$ cat config.mk
export PLATFORM = sky130hd
export DESIGN_NAME = tbt_front
export DESIGN_NICKNAME = d
export VERILOG_FILES = /design/src/tbt_pkg.sv /design/src/tbt_front.sv
export SDC_FILE = /design/constraint.sdc
export NUM_CORES = 1
export LEC_CHECK = 0
export CORE_MARGIN = 2
export CORE_UTILIZATION = 60
export DETAILED_ROUTE_END_ITERATION = 16
export DONT_BUFFER_PORTS = 1
export PLACE_DENSITY = 0.76
export SLEW_MARGIN = 0
export SYNTH_ARGS = -nofsm -noshare
export SYNTH_HDL_FRONTEND = slang
export SYNTH_SLANG_ARGS = --single-unit
$ cat constraint.sdc
create_clock -name clk -period 4.94 [get_ports clk]
set_input_delay 0.741 -clock clk [delete_from_list [all_inputs] [get_ports clk]]
set_output_delay 0.741 -clock clk [all_outputs]
set_load 0.02 [all_outputs]
$ cat src/tbt_pkg.sv
`default_nettype none

package tbt_pkg;

  // Sample and stream widths
  localparam int SAMPLE_BITS = 12;
  localparam int IN_DATA_W   = 16;
  localparam int TEMP_W      = 16;
  localparam int ERR_W       = 2;
  localparam int OUT_DATA_W  = 24;

  // Configuration registers
  localparam int RES_W      = 20;
  localparam int NOMT_W     = 16;
  localparam int BETA_W     = 14;
  localparam int CFG_IDX_W  = 8;
  localparam int CFG_DATA_W = 20;

  localparam logic [CFG_IDX_W-1:0] REG_SERIES_RES  = 8'd0;
  localparam logic [CFG_IDX_W-1:0] REG_NOMINAL_RES = 8'd1;
  localparam logic [CFG_IDX_W-1:0] REG_NOMINAL_TMP = 8'd2;
  localparam logic [CFG_IDX_W-1:0] REG_BETA        = 8'd3;

  localparam logic [RES_W-1:0]  SERIES_RES_RST  = 20'd10000;
  localparam logic [RES_W-1:0]  NOMINAL_RES_RST = 20'd10000;
  localparam logic [NOMT_W-1:0] NOMINAL_TMP_RST = 16'd29815;
  localparam logic [BETA_W-1:0] BETA_RST        = 14'd3950;

  // Error codes
  localparam logic [ERR_W-1:0] ERR_OK   = 2'd0;
  localparam logic [ERR_W-1:0] ERR_FULL = 2'd1;
  localparam logic [ERR_W-1:0] ERR_ZERO = 2'd2;

  localparam logic [SAMPLE_BITS-1:0] FULL_SCALE = '1;

  // log2 unit
  localparam int LOG_IN_W      = 20;
  localparam int LOG_E_W       = 5;
  localparam int LOG_FRAC_BITS = 24;
  localparam int LOG_OUT_W     = LOG_E_W + LOG_FRAC_BITS;
  localparam int MANT_W        = 31;
  localparam int LOG_LAT       = 2 + LOG_FRAC_BITS;

  // Back end arithmetic
  localparam int L_W     = 32;
  localparam int MAG_W   = 31;
  localparam int LNP_W   = MAG_W + 30;
  localparam int D_W     = 48;
  localparam int TB_W    = NOMT_W + BETA_W;
  localparam int DIV_W   = 66;
  localparam int DIV_BITS = 17;
  localparam logic [29:0] LN2_Q30 = 30'd744261118;
  localparam logic [DIV_BITS-1:0] Q_MAX = 17'd60082;
  localparam logic [DIV_BITS:0] KELVIN_OFFSET = 18'd27315;
  localparam logic [TEMP_W-1:0] TEMP_SAT_HI = 16'h7FFF;

  // Back end latency: log unit, eight arithmetic stages, divider, output
  localparam int PIPE_LAT = LOG_LAT + 9 + DIV_BITS;

  // Queue between front and back
  localparam int QUEUE_DEPTH = 4;
  localparam int QUEUE_PTR_W = 2;

  typedef struct packed {
    logic [RES_W-1:0]  series_res;
    logic [RES_W-1:0]  nominal_res;
    logic [NOMT_W-1:0] nominal_tmp;
    logic [BETA_W-1:0] beta;
  } cfg_t;

  typedef struct packed {
    logic [SAMPLE_BITS-1:0] raw;
    logic [SAMPLE_BITS-1:0] comp;
    logic [ERR_W-1:0]       err;
  } item_t;

endpackage

`default_nettype wire

$ cat src/tbt_front.sv
`default_nettype none

module tbt_front import tbt_pkg::*; (
  input  wire logic                 clk,
  input  wire logic                 rst_n,
  input  wire logic                 in_tvalid,
  output logic                      in_tready,
  input  wire logic [IN_DATA_W-1:0] in_tdata,
  input  wire logic                 pop,
  output item_t                     head,
  output logic                      head_valid
);

  item_t                  q_r [QUEUE_DEPTH];
  logic [QUEUE_PTR_W-1:0] wr_ptr_r, rd_ptr_r;
  logic [QUEUE_PTR_W:0]   count_r, count_nxt;
  item_t                  item;
  logic                   push, do_pop;
  logic [SAMPLE_BITS-1:0] raw;

  assign raw = in_tdata[SAMPLE_BITS-1:0];

  always_comb begin
    item.raw  = raw;
    item.comp = FULL_SCALE - raw;
    if (raw == FULL_SCALE) begin
      item.err = ERR_FULL;
    end else if (raw == '0) begin
      item.err = ERR_ZERO;
    end else begin
      item.err = ERR_OK;
    end
  end

  assign in_tready  = (count_r != (QUEUE_PTR_W+1)'(QUEUE_DEPTH));
  assign head_valid = (count_r != '0);
  assign head       = q_r[rd_ptr_r];
  assign push       = in_tvalid && in_tready;
  assign do_pop     = pop && head_valid;

  always_comb begin
    count_nxt = count_r;
    if (push && !do_pop) begin
      count_nxt = count_r + 1'b1;
    end else if (!push && do_pop) begin
      count_nxt = count_r - 1'b1;
    end
  end

  always_ff @(posedge clk) begin
    if (!rst_n) begin
      wr_ptr_r <= '0;
      rd_ptr_r <= '0;
      count_r  <= '0;
    end else begin
      count_r <= count_nxt;
      if (push) begin
        wr_ptr_r <= wr_ptr_r + 1'b1;
      end
      if (do_pop) begin
        rd_ptr_r <= rd_ptr_r + 1'b1;
      end
    end
  end

  always_ff @(posedge clk) begin
    if (push) begin
      q_r[wr_ptr_r] <= item;
    end
  end

  a_count_bound: assert property (@(posedge clk) disable iff (!rst_n)
    count_r <= (QUEUE_PTR_W+1)'(QUEUE_DEPTH))
    else $error("queue count above depth");

  a_count_track: assert property (@(posedge clk) disable iff (!rst_n)
    (push && !do_pop) |=> count_r == $past(count_r) + 1'b1)
    else $error("queue count lost a push");

endmodule

`default_nettype wire

==> results of run 1 <==
==> synth_stat cells <==
library cell  count
nor3_1            1
and2_1            8
mux4_2           20
edfxtp_1        104
fa_1              1
mux4_1            6
o311ai_2          1
a21boi_2          1
clkbuf_1          1
nand4_1           3
nor4_1            3
clkbuf_2          1
or3_1             2
nor2b_1           1
buf_12            2
nand2_1           5
nor2_1            1
and3_1            1
a21boi_0          1
ha_1              5
xor2_1            1
inv_1            15
o21ai_0           1
o31ai_4           1
buf_6             1
buf_2             2
xnor2_1           3
dfxtp_1           9
mux2i_1           3
==> cells by family after synthesis <==
logic type | after synthesis
AOI/OAI and AO/OA | 5
adders and majority gates | 6
and+or+nand+nor | 25
buffers and inverters | 22
xor gates and xnor gates | 4
DFF | 113
muxes | 29
==> power breakdown <==
part | total (uW) | switching, uW | internal (uW) | leakage, uW
Clock | 1090 | 382 | 705 | 0.000264
Sequential | 1270 | 99.9 | 1170 | 0.00103
Combinational | 534 | 311 | 223 | 0.000390
==> per-stage QoR <==
step / power (uW) / cell area [sq um] / setup WS [ps] / hold slack [ps]
2_1_floorplan: 1760 / 4390 / 2660 / 468
3_3_place_gp: 1800 / 4480 / 2450 / 478
3_5_place_dp: 1830 / 4480 / 2440 / 505
4_1_cts: 2920 / 5020 / 1890 / 315
5_1_grt: 3010 / 5020 / 1800 / 312
6_report: 2890 / 5020 / 1970 / 336
==> final timing paths <==
kind,start,end,slack [ps]
max,flop,head[25],1970
max reg2reg,count_r[0]$_SDFFE_PN0P_,count_r[2]$_SDFFE_PN0P_,2580
min,in_tdata[11],q_r[0][25]$_DFFE_PP_,340
min reg2reg,wr_ptr_r[0]$_SDFFE_PN0P_,wr_ptr_r[0]$_SDFFE_PN0P_,520
==> metal layers <==
metal | vias up | global-route usage [%] | wire (microns)
met3 | 10 | 7.48 | 640
met1 | 996 | 24.0 | 2710
met5 | - | 0 | 0
met4 | 0 | 9.63 | 123
li1 | 863 | - | -
met2 | 95 | 32.5 | 3660
==> state kept, by name, summed over array words and instances (netlist names), named ones only <==
signal,cells
count_r,3
q_r,104
rd_ptr_r,2
wr_ptr_r,2
==> placed cells by master, fill, tap and decap left out, drive strengths merged, types with 2 or more instances in the layout <==
cell,count
a21boi,2
and2,8
buf,5
bufinv,2
clkbuf,19
clkinv,9
clkinvlp,2
dfxtp,9
edfxtp,104
ha,5
inv,15
mux2i,3
mux4,26
nand2,5
nand4,3
nor4,3
or3,2
xnor2,3
==> final cells by class <==
type                       instances  area (sq um)  share of cell area, %
sequential                       113          3300                   65.8
multi-input combinational         69           957                   19.1
clock buffer                      19           422                   8.40
tap                               99           124                   2.47
clock inverter                    13           120                   2.39
inverter                          15          56.3                   1.12
timing repair buffer               5          37.5                  0.748
==> impl_metrics.tcl, run 1 <==
set metrics [dict create \
    post_synth.cell_area_avg_sq_um 21.5 \
    coreArea_sq_um 7180 \
    syn_area_sq_um 4390 \
    crit_chain "mux4_1" \
    end_kind "output port" \
    place_hpwl_microns 4200 \
    clock_path_buffers 2 \
    nets 247 \
    cts_resized 0 \
    yosys_warnings 0 \
    yosys.area.top_type_share_pct 71.2 \
    cp_max_fo 26 \
    worst_slew_pin_slew_ps 895 \
    irDropWorstVdd_uv 305 \
    ioPinCount 48 \
    synth_xor_area_share_pct 0.799 \
    crit_path_top_delay_cell "dfxtp_2" \
    gp_congestion 0.710 \
    drc_errors 0 \
    drv_slew 0 \
    hold_class "input pin to flop" \
    finalWirelength_microns 7130 \
    max_freq_ghz 0.337 \
    start_util_pct 61.1 \
    drv_cap 0 \
    crit_cells 1 \
    finalNonFillerCells 333 \
    fill_cells 441 \
    fin_util_pct 70.0 \
    h-tree-depth 4 \
    grt_max_degree 27 \
    drt_first_pass_iters 4 \
    synth_top_family_by_area "multiplexers" \
    grt_pass1_wl_microns 11000 \
    rr_worst_depth 8 \
    critPathMaxStageDelay_ps 910 \
    gr-total-overflow 0 \
    synthMuxAreaShare_pct 14.5 \
    grt_pass1_vias 2052 \
    cp_top_family "flip-flops" \
    synth_adder_area_share_pct 1.88 \
    wl_per_cell_microns 21.4 \
    final.setup_skew_ps 5.91 \
    via_per_inst 5.90 \
    dp_cells 301 \
    worstPathArrival_ps 2230 \
    fp-row-count 31 \
    critPathBufInv 0 \
    status "completed" \
    clk_pin_slew_ps 50 \
    cts_setup_buffers 0 \
    die_w_microns 89.5 \
    fin_crit_sh_pct 60.1 \
    synth_seq_cells 113 \
    static-leakage-power_uw 0.00169 \
    dieArea_sq_um 8010 \
    holdPathStages 0 \
    critPathLaunchType "flop" \
    clock-sinks 113 \
    drive_gt1_share_pct 23.9 \
    synth.largest_area_cell "edfxtp_1" \
    synth_compound_area_share_pct 1.40 \
    cts_tree "done" \
    yosys.area_share.simple_pct 3.19 \
    required_ps 4200 \
    antenna_found_initial 0 \
    crit_type "flop to output port" \
    drt_iter0_drc 148 \
    cts_root_buf "clkbuf_8" \
    syn-num-nets 230 \
    yosys.cell_types.count 29 \
    min_period_ps 2970 \
    synth-seq-area-share_pct 75.3 \
    power.density_nw_per_um2 575 \
    hold_viol_final 0 \
    die_h_microns 89.5 \
    area_growth_pct 14.5 \
    synth.area.top_cells "edfxtp_1 (71%), mux4_2 (10%), dfxtp_1 (4.1%)" \
    clk_latency_ps 500 \
    grt_use_total_pct 20.1 \
    syn_inst 204 \
    route.vias.total 1964 \
    diodes 0 \
    fin_tns_setup_ps 0 \
    postRouteAntennaNets 0 \
    hold_buffers 0 \
    cts-buffers-inserted 17 \
    finalSetupViolCount 0 \
    slew_headroom_pct 40.3 \
    port_buffers 0 \
    grt_setup_unrepaired "no" \
]
Note: power is estimated with default switching activity, not from simulation.
==> inputs of run 2 (changes only) <==
--- a/config.mk
+++ b/config.mk
@@ -5,11 +5,12 @@
 export SDC_FILE = /design/constraint.sdc
 export NUM_CORES = 1
 export LEC_CHECK = 0
+export ABC_AREA = 1
 export CORE_MARGIN = 2
-export CORE_UTILIZATION = 60
+export CORE_UTILIZATION = 56
 export DETAILED_ROUTE_END_ITERATION = 16
 export DONT_BUFFER_PORTS = 1
-export PLACE_DENSITY = 0.76
+export PLACE_DENSITY = 0.74
 export SLEW_MARGIN = 0
 export SYNTH_ARGS = -nofsm -noshare
 export SYNTH_HDL_FRONTEND = slang
==> constraint.sdc (replaced) <==
create_clock -name clk -period 2.48 [get_ports clk]
set_input_delay 0.372 -clock clk [delete_from_list [all_inputs] [get_ports clk]]
set_output_delay 0.372 -clock clk [all_outputs]
set_load 0.02 [all_outputs]
==> impl_metrics.tcl, run 2 <==
set metrics [dict create \
    drv_cap 0 \
    regMostFlops "q_r" \
    multiInputGateArea_sq_um 931 \
    wl_per_cell_microns 18.1 \
    preCtsSetupSlack_ps 495 \
    hold_viol_final 0 \
    place_hpwl_microns 4810 \
    clk_latency_ps 510 \
    diodes 0 \
    timing.rr.start "count_r[0]$_SDFFE_PN0P_" \
    power.density_nw_per_um2 1160 \
    synth.most_common_cell "edfxtp_1" \
    fin_tns_setup_ps 0 \
    ioPinCount 48 \
    max_freq_ghz 0.435 \
    cts_root_buf "clkbuf_8" \
    cp_max_fo 27 \
    yosys.cell_types.count 23 \
    fin_ws_ps 184 \
    syn_inst 339 \
    nets 393 \
    final.setup_skew_ps 8.36 \
    reg_top3 "q_r x104, count_r x3" \
    grt_busiest_layer "met2" \
    crit_type "flop to output port" \
    cts-buffers-inserted 17 \
    synth.largest_area_cell "edfxtp_1" \
    fin_crit_sh_pct 92.6 \
    grt_setup_unrepaired "no" \
    gp_congestion 0.719 \
    cts_setup_buffers 0 \
    post_synth.cell_area_avg_sq_um 13.0 \
    syn_area_sq_um 4420 \
    grt_pass1_wl_microns 13900 \
    rr_worst_depth 9 \
    h-tree-depth 4 \
    static-leakage-power_uw 0.00189 \
    crit_end "head[13]" \
    largest_reg_flops 104 \
    synth-seq-area-share_pct 74.7 \
    dieArea_sq_um 8620 \
    seqPwrFrac_pct 39.2 \
    gr-total-overflow 0 \
    reg2reg_to "count_r[1]$_SDFFE_PN0P_" \
    grt_use_total_pct 22.4 \
    min_period_ps 2300 \
    final_cell_mix "edfxtp_1 (104), nor2_1 (60), o21ai_0 (43), inv_1 (26), o22ai_1 (26)" \
    grt_pass1_vias 2694 \
    start_util_pct 57.5 \
    area_growth_pct 19.6 \
    fill_cells 527 \
    via_per_inst 5.56 \
    synth_edf_count 104 \
    finalInstanceArea_sq_um 5290 \
    drt_iter0_drc 279 \
    slew_headroom_pct 61.6 \
    die_w_microns 92.8 \
    p_sw_uw 1870 \
    synth_common_cells "edfxtp_1 (104), nor2_1 (64), o21ai_0 (43)" \
    clkPwrFrac_pct 39.8 \
    clock-sinks 113 \
    met1_usage_pct 27.9 \
    cts_tree "done" \
    synth_async_sr_flop_share_pct 0 \
    clock_path_buffers 2 \
    fp-row-count 32 \
    finalWirelength_microns 8720 \
    postRouteAntennaNets 0 \
    power.share.combinational_pct 20.9 \
    gr-usage-met2_pct 35.1 \
    finalSetupViolCount 0 \
    drive_gt1_share_pct 13.4 \
    regArea_sq_um 3300 \
    status "completed" \
    irDropWorstVdd_uv 792 \
    drt_first_pass_iters 4 \
    r2r_slack_ps 500 \
    die_h_microns 92.8 \
    synth_flop_cell "edfxtp_1" \
    route.vias.total 2678 \
    worstPathArrival_ps 1920 \
    yosys.area.top_type_share_pct 70.6 \
    end_kind "output port" \
    yosys_warnings 0 \
    required_ps 2110 \
    critPathLaunchType "flop" \
    grt_max_degree 53 \
    hold_class "input pin to flop" \
    drc_errors 0 \
    clk_pin_slew_ps 60 \
    port_buffers 0 \
    coreArea_sq_um 7690 \
    syn-num-nets 365 \
    synth_seq_cells 113 \
    p_int_uw 4250 \
    drv_slew 0 \
    grt_use_met3_pct 7.97 \
    worst_slew_pin_slew_ps 584 \
    antenna_found_initial 0 \
    synth.area.top_cells "edfxtp_1 (71%), nor2_1 (5.4%), o21ai_0 (4.9%)" \
    placed_area_sq_um 4550 \
    swShare_pct 30.5 \
    final_common_cell "edfxtp_1" \
]
==> run 2: changes by cell type in the layout (fill, tap and decap cells not counted), sizes merged, moves of 4 or more <==
cell and change:
buf +6, o22ai +26, nand3 +4, o21ai +53, nor2 +64, and2 -8
clkinv -4, a21oi +4, mux4 -26, inv +15, nand2 +10, dlygate4sd3 +13
==> run 2: metal layers <==
layer,up-vias,part of all wire (%)
met5,-,0
met4,0,1.6
met3,13,5.4
met2,79,51
met1,1302,43
li1,1284,-
==> run 2: cell families (layout without fill, tap and decap cells) <==
kind of cell | Yosys count | in the layout | share of synthesized area (%)
DFF | 113 | 113 | 74.7
buffers and inverters | 43 | 84 | 4.44
and+or+nand+nor | 93 | 93 | 8.72
AOI/OAI and AO/OA | 84 | 84 | 10.2
adders and majority gates | 6 | 6 | 1.87
==> run 2: worst min path at each step <==
stage / startpoint / end / slack, ps / cells past startpoint
after floorplan: rd_ptr_r[1]$_SDFFE_PN0P_ / flop / 460 / 2
after global placement: in_tdata[2] / q_r[2][16]$_DFFE_PP_ / 470 / 0
after detailed placement: in_tdata[2] / q_r[0][16]$_DFFE_PP_ / 470 / 0
after CTS: rst_n / rd_ptr_r[0]$_SDFFE_PN0P_ / 4 / 2
after global routing: rst_n / rd_ptr_r[0]$_SDFFE_PN0P_ / 30 / 2
final: rst_n / rd_ptr_r[0]$_SDFFE_PN0P_ / 20 / 2
==> run 2: worst max-delay path, stage by stage (launching register included) <==
cell     delay (ps)
dfxtp_1         300
buf_4           220
inv_2            80
buf_4           210
o21ai_0         120
o22ai_1         470
==> run 2: metrics by stage <==
stage	hold WS [ps]	util [%]	instances	total power, uW
2_1_floorplan	463	-	339	3430
3_5_place_dp	471	59.2	437	3700
5_1_grt	26.0	68.8	482	6390
4_1_cts	3.78	68.8	482	6160
3_3_place_gp	471	59.2	437	3650
6_report	21.5	68.8	482	6120
==> run 2: final cells by class <==
cell class / instances / area share, %
inverter: 28 / 2.04
clock inverter: 15 / 3.60
timing repair buffer: 24 / 4.02
sequential: 113 / 62.5
multi-input combinational: 183 / 17.6
clock buffer: 17 / 7.83
tap: 102 / 2.41
==> run 2: power by group through the flow <==
stage / logic [uW] / registers (uW) / clock network [uW]
6_report: 1280 / 2400 / 2440
5_1_grt: 1420 / 2420 / 2560
4_1_cts: 1290 / 2400 / 2460
3_5_place_dp: 1260 / 2440 / 0
3_3_place_gp: 1220 / 2430 / 0
2_1_floorplan: 1010 / 2420 / 0
==> run 2: what timing repair did <==
item / 4_1_cts / 5_1_grt
endpoints found under the setup margin: 0 / 0
hold buffers: 13 / 0
endpoints found under the hold margin: 53 / 0
gates resized for setup: 0 / 0
==> inputs of run 3 (changes only) <==
--- a/config.mk
+++ b/config.mk
@@ -5,7 +5,6 @@
 export SDC_FILE = /design/constraint.sdc
 export NUM_CORES = 1
 export LEC_CHECK = 0
-export ABC_AREA = 1
 export CORE_MARGIN = 2
 export CORE_UTILIZATION = 56
 export DETAILED_ROUTE_END_ITERATION = 16
==> impl_metrics.tcl, run 3 (synthesis gave the netlist of run 1 again) <==
set metrics [dict create \
    route.vias.total 2058 \
    port_buffers 0 \
    gp_congestion 0.681 \
    regMostFlops "q_r" \
    coreArea_sq_um 7650 \
    nets 264 \
    finalWirelength_microns 7980 \
    hold-worst-slack_ps 14.4 \
    regArea_sq_um 3300 \
    drc_errors 0 \
    grt_max_degree 27 \
    ioPinCount 48 \
    final_common_cell "edfxtp_1" \
    hold_class "input pin to flop" \
    fp-row-count 32 \
    dieArea_sq_um 8560 \
    grt_setup_unrepaired "no" \
    grt_pass1_wl_microns 12500 \
    via_per_inst 5.83 \
    wl_per_cell_microns 22.6 \
    max_freq_ghz 0.444 \
    antenna_found_initial 0 \
    final.setup_skew_ps 7.16 \
    cts-buffers-inserted 17 \
    hold_buffers 13 \
    cp_max_fo 15 \
    drv_cap 0 \
    end_kind "output port" \
    postRouteAntennaNets 0 \
    clk_pin_slew_ps 60 \
    gr-total-overflow 0 \
    clk_latency_ps 510 \
    area_growth_pct 19.0 \
    cts_resized 0 \
    cts_root_buf "clkbuf_8" \
    irDropWorstVdd_uv 551 \
    die_h_microns 92.5 \
    seqPwrFrac_pct 40.7 \
    critPathBufInv 1 \
    drt_first_pass_iters 4 \
    swShare_pct 28.7 \
    worstPathArrival_ps 1880 \
    clkPwrFrac_pct 38.7 \
    fin_tns_setup_ps 0 \
    final_cell_mix "edfxtp_1 (104), mux4_2 (20), clkbuf_16 (16), inv_1 (15), dlygate4sd3_1 (13)" \
    drv_slew 0 \
    min_period_ps 2250 \
    crit_path_top_delay_cell "mux4_1" \
    reg_top3 "q_r x104, count_r x3" \
    power.density_nw_per_um2 1140 \
    diodes 0 \
    clock-sinks 113 \
    static-leakage-power_uw 0.00177 \
    cp_top_family "multiplexers" \
    crit_chain "buf_4, mux4_1" \
    h-tree-depth 4 \
    crit_type "flop to output port" \
    critPathLaunchType "flop" \
    hold_viol_final 0 \
    drive_gt1_share_pct 25.9 \
    cts_tree "done" \
    p_int_uw 4240 \
    worst_slew_pin_slew_ps 412 \
    fin_crit_sh_pct 90.7 \
    power.share.combinational_pct 20.6 \
    largest_reg_flops 104 \
    fill_cells 453 \
    cts_setup_buffers 0 \
    p_sw_uw 1710 \
    critPathMaxStageDelay_ps 750 \
    required_ps 2110 \
    multiInputGateArea_sq_um 957 \
    start_util_pct 57.4 \
    finalSetupViolCount 0 \
    die_w_microns 92.5 \
    grt_use_total_pct 20.9 \
    slew_headroom_pct 72.4 \
    status "completed" \
    clock_path_buffers 2 \
    place_hpwl_microns 4550 \
    drt_iter0_drc 168 \
    grt_pass1_vias 2168 \
]
## run 3: area by class of cell
class / count / share of cell area, %
clock inverters: 15 / 3.12
flip-flops and latches: 113 / 63.3
clock buffers: 17 / 7.93
inverters: 15 / 1.08
multi-input cells: 69 / 18.3
repair buffers: 22 / 3.79
well taps: 102 / 2.44
## run 3: through the flow
stage          worst slack [ps]  area (sq um)  power (uW)  utilization (%)  cells
3_3_place_gp                448          4510        3610             59.0    308
6_report                    230          5220        5950             68.3    353
3_5_place_dp                295          4510        3680             59.0    308
2_1_floorplan               355          4390        3500                -    204
5_1_grt                    66.5          5220        6180             68.3    353
4_1_cts                     197          5220        6010             68.3    353
## run 3: power groups by stage
stage / registers [uW] / logic, uW / clock network [uW]
3_5_place_dp: 2460 / 1220 / 0
2_1_floorplan: 2430 / 1080 / 0
4_1_cts: 2420 / 1250 / 2340
5_1_grt: 2440 / 1310 / 2430
6_report: 2420 / 1220 / 2310
3_3_place_gp: 2430 / 1180 / 0
## run 3: final timing paths
check	to	cells after the start	slack [ps]	startpoint
hold / removal	wr_ptr_r[1]$_SDFFE_PN0P_	2	10	rst_n
setup reg to reg	count_r[2]$_SDFFE_PN0P_	8	270	count_r[0]$_SDFFE_PN0P_
setup / recovery	head[25]	2	230	flop
hold reg to reg	wr_ptr_r[0]$_SDFFE_PN0P_	2	510	wr_ptr_r[0]$_SDFFE_PN0P_
## run 3: metal layers
layer	up-vias	GRT usage [%]	part of all wire, %
met4	0	8.83	1.6
li1	897	-	-
met1	1070	25.0	38
met2	76	34.1	53
met3	15	8.06	6.9
met5	-	0	0
